<file path="src/hdl/tbbs_pkg.sv">
`timescale 1ns / 1ps
// ----------------------------------------------------------------------------
// tbbs_pkg
// shared types and codes of the thread budget batch scheduler
// ----------------------------------------------------------------------------
package tbbs_pkg;

  localparam logic [2:0] ST_ACCEPTED   = 3'd0;
  localparam logic [2:0] ST_INVALID    = 3'd1;
  localparam logic [2:0] ST_FULL       = 3'd2;
  localparam logic [2:0] ST_EMPTY      = 3'd3;
  localparam logic [2:0] ST_DISPATCHED = 3'd4;

  localparam logic OP_ENQUEUE = 1'b0;
  localparam logic OP_ROUND   = 1'b1;

  localparam logic CFG_PROCESSORS = 1'b0;
  localparam logic CFG_BUDGET     = 1'b1;

  localparam logic [47:0] CPU_MAX = 48'hFFFF_FFFF_FFFF;

  typedef struct packed {
    logic [15:0] id;
    logic [7:0]  threads;
    logic [15:0] quantum;
    logic [15:0] iters;
  } job_t;

  // controller to datapath
  typedef struct packed {
    logic load_in;     // capture input item
    logic enq_in;      // push captured job
    logic pop;         // read head into staging
    logic scan_eval;   // evaluate staged job
    logic round_init;  // start a round
    logic bat_rd;      // read batch entry
    logic emit_disp;   // build dispatch result
    logic emit_single; // build single result
    logic [2:0] status;
  } tbbs_cmd_t;

  // datapath to controller
  typedef struct packed {
    logic op;
    logic in_ok;
    logic q_full;
    logic q_empty;
    logic scan_done;
    logic none_picked;
    logic bat_done;
  } tbbs_sts_t;

endpackage

</file>
<file path="src/hdl/tbbs_ctrl.sv">
`timescale 1ns / 1ps
// ----------------------------------------------------------------------------
// tbbs_ctrl
// sequencer for enqueue, round scan and batch emit
// ----------------------------------------------------------------------------
module tbbs_ctrl (
  input  logic                clk,
  input  logic                rst_n,
  input  logic                in_tvalid,
  output logic                in_tready,
  output logic                out_tvalid,
  input  logic                out_tready,
  input  tbbs_pkg::tbbs_sts_t sts,
  output tbbs_pkg::tbbs_cmd_t cmd
);

  typedef enum logic [7:0] {
    S_IDLE  = 8'b0000_0001,
    S_DEC   = 8'b0000_0010,
    S_POP   = 8'b0000_0100,
    S_EVAL  = 8'b0000_1000,
    S_BRD   = 8'b0001_0000,
    S_EMIT  = 8'b0010_0000,
    S_OUT   = 8'b0100_0000,
    S_WAIT  = 8'b1000_0000
  } state_t;

  state_t state_r, state_nxt;
  logic   out_valid_r, out_valid_nxt;
  logic   more_r, more_nxt;

  assign in_tready  = (state_r == S_IDLE) && !out_valid_r;
  assign out_tvalid = out_valid_r;

  always_comb begin
    state_nxt     = state_r;
    out_valid_nxt = out_valid_r && !out_tready;
    more_nxt      = more_r;
    cmd           = '0;
    unique case (state_r)
      S_IDLE: begin
        cmd.load_in = in_tvalid && in_tready;
        if (in_tvalid && in_tready) state_nxt = S_DEC;
      end
      S_DEC: begin
        cmd.emit_single = 1'b1;
        if (sts.op == tbbs_pkg::OP_ENQUEUE) begin
          if (!sts.in_ok) cmd.status = tbbs_pkg::ST_INVALID;
          else if (sts.q_full) cmd.status = tbbs_pkg::ST_FULL;
          else begin
            cmd.status = tbbs_pkg::ST_ACCEPTED;
            cmd.enq_in = 1'b1;
          end
          state_nxt = S_OUT;
        end else if (sts.q_empty) begin
          cmd.status = tbbs_pkg::ST_EMPTY;
          state_nxt  = S_OUT;
        end else begin
          cmd.emit_single = 1'b0;
          cmd.round_init  = 1'b1;
          state_nxt       = S_POP;
        end
      end
      S_POP: begin
        if (sts.scan_done) begin
          if (sts.none_picked) begin
            cmd.emit_single = 1'b1;
            cmd.status      = tbbs_pkg::ST_INVALID;
            state_nxt       = S_OUT;
          end else state_nxt = S_BRD;
        end else begin
          cmd.pop   = 1'b1;
          state_nxt = S_EVAL;
        end
      end
      S_EVAL: begin
        cmd.scan_eval = 1'b1;
        state_nxt     = S_POP;
      end
      S_BRD: begin
        cmd.bat_rd = 1'b1;
        state_nxt  = S_EMIT;
      end
      S_EMIT: begin
        cmd.emit_disp = 1'b1;
        more_nxt      = !sts.bat_done;
        out_valid_nxt = 1'b1;
        state_nxt     = S_WAIT;
      end
      S_OUT: begin
        out_valid_nxt = 1'b1;
        more_nxt      = 1'b0;
        state_nxt     = S_WAIT;
      end
      S_WAIT: begin
        if (!out_valid_r || out_tready) state_nxt = more_r ? S_BRD : S_IDLE;
      end
      default: state_nxt = S_IDLE;
    endcase
  end

  always_ff @(posedge clk) begin
    if (!rst_n) begin
      state_r     <= S_IDLE;
      out_valid_r <= 1'b0;
      more_r      <= 1'b0;
    end else begin
      state_r     <= state_nxt;
      out_valid_r <= out_valid_nxt;
      more_r      <= more_nxt;
    end
  end

endmodule

</file>
<file path="config.mk">
export PLATFORM = sky130hd
export DESIGN_NAME = tbbs_ctrl
export DESIGN_NICKNAME = d
export VERILOG_FILES = /design/src/hdl/tbbs_pkg.sv /design/src/hdl/tbbs_ctrl.sv
export SDC_FILE = /design/constraint.sdc
export NUM_CORES = 1
export LEC_CHECK = 0
export BUFFER_PORTS_ARGS = -buffer_cell sky130_fd_sc_hd__buf_2
export CELL_PAD_IN_SITES_DETAIL_PLACEMENT = 1
export CELL_PAD_IN_SITES_GLOBAL_PLACEMENT = 2
export CORE_MARGIN = 5
export CORE_UTILIZATION = 26
export CTS_CLUSTER_SIZE = 20
export DETAILED_ROUTE_END_ITERATION = 10
export PLACE_DENSITY_LB_ADDON = 0.1
export SYNTH_ARGS = -nofsm -noshare
export SYNTH_HDL_FRONTEND = slang
export SYNTH_SLANG_ARGS = --single-unit
</file>
<file path="constraint.sdc">
create_clock -name clk -period 2.3 [get_ports clk]
set_input_delay 0.575 -clock clk [delete_from_list [all_inputs] [get_ports clk]]
set_output_delay 0.575 -clock clk [all_outputs]
set_load 0.005 [all_outputs]
</file>
==> impl_metrics.yaml <==
sta:
  fin_ws_ns: -0.05348
  rsz0062_at_grt: "true"
  maxSlewViolCount: 0
  clock-skew-final_ns: 0.005094
  report.final.setup_viol: 1
  max_slew.worst_pin.slew_ns: 0.5392
  maxClockFrequency_mhz: 424.9
  finalHoldViolations: 0
  minimum_hold_slack_ns: 0.5205
  final.min_clock_period_ns: 2.353
  timing.max_slew.rel_slack_pct: 63.72
  final.period_utilization_pct: 102.3
setup_path:
  critical_path_required_ns: 1.73
  r2r_setup_slack_ns: 0.60
  timing.critical_path.fanout_max: 2
  crit_type: "flip-flop to output pin"
  critPathLaunchType: "flip-flop"
  max_stage_delay_ns: 0.53
  crit_path_cell_trace: "or4_4 > or3_4 > nor3b_2 > buf_2"
  critPathSlowestCell: "sky130_fd_sc_hd__or4_4"
  worstSetupEndpointType: "output pin"
  worst_ep_arrival_time_ns: 1.78
  worst-r2r-cell-count: 5
power:
  pwr-share-clk_pct: 31.8
  powerDensity_nw_per_um2: 544.4
  net-switching-power_uw: 157.8
  internal_power_uw: 357.2
  seq_power_share_pct: 36.5
  leakage_nw: 0.4257
  report.power.total_uw: 515.0
  pwr-share-comb_pct: 31.7
  max-vdd-ir-drop_v: 0.0002822
  power.switching_fraction_pct: 30.63
global_route:
  globalRoute.totalOverflow: 0
  grt_first_pass_wirelength_um: 3574
  via_count_of_the_first_global_routing_pass: 787
  grt_max_degree: 11
  gr-usage-all-layers_pct: 10.96
  number_of_antenna_violations_at_the_first_check_in_global_routing: 0
route:
  via_per_inst: 4.935
  wirelength_um: 2143
  post_drt_wl_per_cell_um: 14.01
  drc_errors: 0
  drt_iter0_markers: 37
  remaining_number_of_nets_flagged_by_the_antenna_check_after_routing: 0
  vias: 755
  detail_route.first_pass.iterations: 4
synth:
  synthesis.yosys.warnings: 0
  post_synth_instance_area_um2: 730.7
  number_of_instances_in_the_synthesized_netlist: 96
  netlist.area_leader.share_pct: 27.40
  syn_nets: 107
  netlist_top_cells_area: "sky130_fd_sc_hd__dfxtp_1 27%, sky130_fd_sc_hd__nor2_1 6.2%, sky130_fd_sc_hd__nand2_1 5.1%"
  seq_area_frac_synth_pct: 27.40
  syn-mean-instance-area_um2: 7.611
  area_leader_netlist: "sky130_fd_sc_hd__dfxtp_1"
  ys_types: 35
  ys_seq_elements: 10
clocking:
  cts.path.max_buffers: 2
  worst_skew_pair.late_latency_ns: 0.27
  clock_slew_at_the_register_clock_pins_of_the_worst_setup_and_hold_paths_ns: 0.07
  tritoncts: "built"
  ctsHoldBuffers: 0
  cts_sinks: 10
  cts_inserted_buffers: 3
  cts_root_buf: "sky130_fd_sc_hd__clkbuf_4"
  h-tree-depth: 1
final_layout:
  final_nets: 134
  mostFrequentLayoutCell: "sky130_fd_sc_hd__buf_2"
  fillCellCount: 337
  layoutNonFillerInstCount: 153
  diode_insertion_count_for_antenna_repair: 0
  post_route_cells_drive_above_1_share_pct: 37.70
  utilization_pct: 34.60
  area.growth.synth_to_final_pct: 29.45
  most-common-layout-cells: "22 x sky130_fd_sc_hd__buf_2, 12 x sky130_fd_sc_hd__nor2_1, 10 x sky130_fd_sc_hd__nand2_1"
floorplan:
  floorplan.die.height_um: 63.02
  floorplan.initialDensity_pct: 26.73
  fp-row-count: 19
  die-area_um2: 3971
  core-area_um2: 2734
  io_pins: 24
  fp.dieW_um: 63.02
run_status:
  outcome: "finished with violations"
  failed_checks: "setup timing"
hold_path:
  hp-class: "flip-flop to flip-flop"
  hold_path_depth: 2
placement:
  gp_congestion: 0.7909
  port_buffer_count: 22
  post_placement_cell_count: 145
  detailedPlacementHpwl_um: 1606
flow_run:
  maxCapViolations: 0
final timing paths:
kind,from,endpoint
worst max-delay path,state_r[1],cmd[4]
worst min register to register,out_tvalid,out_tvalid
worst min-delay path,out_tvalid,out_tvalid
worst max register to register,state_r[1],state_r[6]
synthesized netlist by cell type:
cell                       instances
sky130_fd_sc_hd__nor2_1           12
sky130_fd_sc_hd__dfxtp_1          10
sky130_fd_sc_hd__nand2_1          10
sky130_fd_sc_hd__nand2b_1          5
sky130_fd_sc_hd__nor3_1            5
sky130_fd_sc_hd__a21oi_1           4
sky130_fd_sc_hd__buf_2             4
sky130_fd_sc_hd__nand3_1           4
sky130_fd_sc_hd__nor4b_1           4
sky130_fd_sc_hd__a211oi_1          3
sky130_fd_sc_hd__buf_4             3
sky130_fd_sc_hd__nand4_1           3
sky130_fd_sc_hd__xor2_1            3
sky130_fd_sc_hd__inv_1             2
sky130_fd_sc_hd__nor2b_1           2
sky130_fd_sc_hd__nor4_1            2
sky130_fd_sc_hd__or3_1             2
sky130_fd_sc_hd__a21boi_0          1
sky130_fd_sc_hd__a22oi_1           1
sky130_fd_sc_hd__a31oi_1           1
sky130_fd_sc_hd__and2_1            1
sky130_fd_sc_hd__buf_6             1
sky130_fd_sc_hd__clkbuf_1          1
sky130_fd_sc_hd__conb_1            1
sky130_fd_sc_hd__mux2i_1           1
sky130_fd_sc_hd__nor3b_1           1
sky130_fd_sc_hd__nor3b_2           1
sky130_fd_sc_hd__nor4_4            1
sky130_fd_sc_hd__o211ai_2          1
sky130_fd_sc_hd__o21ai_1           1
sky130_fd_sc_hd__o22ai_1           1
sky130_fd_sc_hd__o311a_1           1
sky130_fd_sc_hd__or2b_1            1
sky130_fd_sc_hd__or3_4             1
sky130_fd_sc_hd__or4_4             1
flip-flops by register name (all words and copies together), names as in the netlist:
| register | flops |
|---|---|
| state_r | 8 |
| more_r | 1 |
| out_tvalid | 1 |
power by group through the flow:
stage	sequential [mW]	combinational (mW)	clock, mW
after floorplan	0.191	0.0933	0
after global placement	0.194	0.143	0
after detailed placement	0.196	0.140	0
after CTS	0.187	0.159	0.172
after global routing	0.189	0.180	0.175
final	0.188	0.163	0.164
metrics by stage:
stage	cell area, µm²	setup TNS (ns)	setup slack (ns)
global placement	859.6	0	0.2135
detailed placement	859.6	0	0.1956
global route	945.9	-0.1124	-0.1108
floorplan	730.7	0	0.3090
CTS	923.4	-0.06975	-0.06975
finish	945.9	-0.05348	-0.05348
layout make-up:
| type | instances | area [µm²] | area share, % |
|---|---|---|---|
| Inverter | 2 | 7.507 | 0.7937 |
| Tap cell | 31 | 38.79 | 4.101 |
| Clock buffer | 4 | 36.28 | 3.836 |
| Sequential cell | 10 | 207.7 | 21.96 |
| Multi-Input combinational cell | 75 | 478.0 | 50.53 |
| Timing Repair Buffer | 31 | 177.7 | 18.78 |
repair_timing:
item | CTS | global route
gates resized for setup | 3 | 4
pin swaps | 1 | 1
setup endpoints to repair | 1 | 6
hold endpoints to repair | 0 | 0
setup buffers | 3 | 1
routing by layer:
layer / part of all wire, % / GRT usage, % / wire [µm]
met3: 6.1 / 4.317 / 131
met5: 0 / 0 / 0
met1: 48 / 15.04 / 1022
met2: 45 / 16.03 / 972
met4: 0.79 / 2.387 / 17
cells by family (layout without fill, tap and decap cells):
group | Yosys count | after routing | share of synthesized area, %
AOI/OAI and AO/OA | 14 | 14 | 13.36
xor gates and xnor gates | 3 | 3 | 3.597
buffers and inverters | 11 | 37 | 8.904
DFF | 10 | 10 | 27.40
muxes | 1 | 1 | 1.370
other | 1 | 1 | 0.5132
and+or+nand+nor | 56 | 56 | 44.86
critical path, delay by kind of cell, from the launching register on:
family	cells	cell delay (ns)
flip-flops	1	0.35
buffers and inverters	1	0.12
AND/OR/NAND/NOR	3	1.03
No activity file was read; power rests on OpenSTA's default activity.
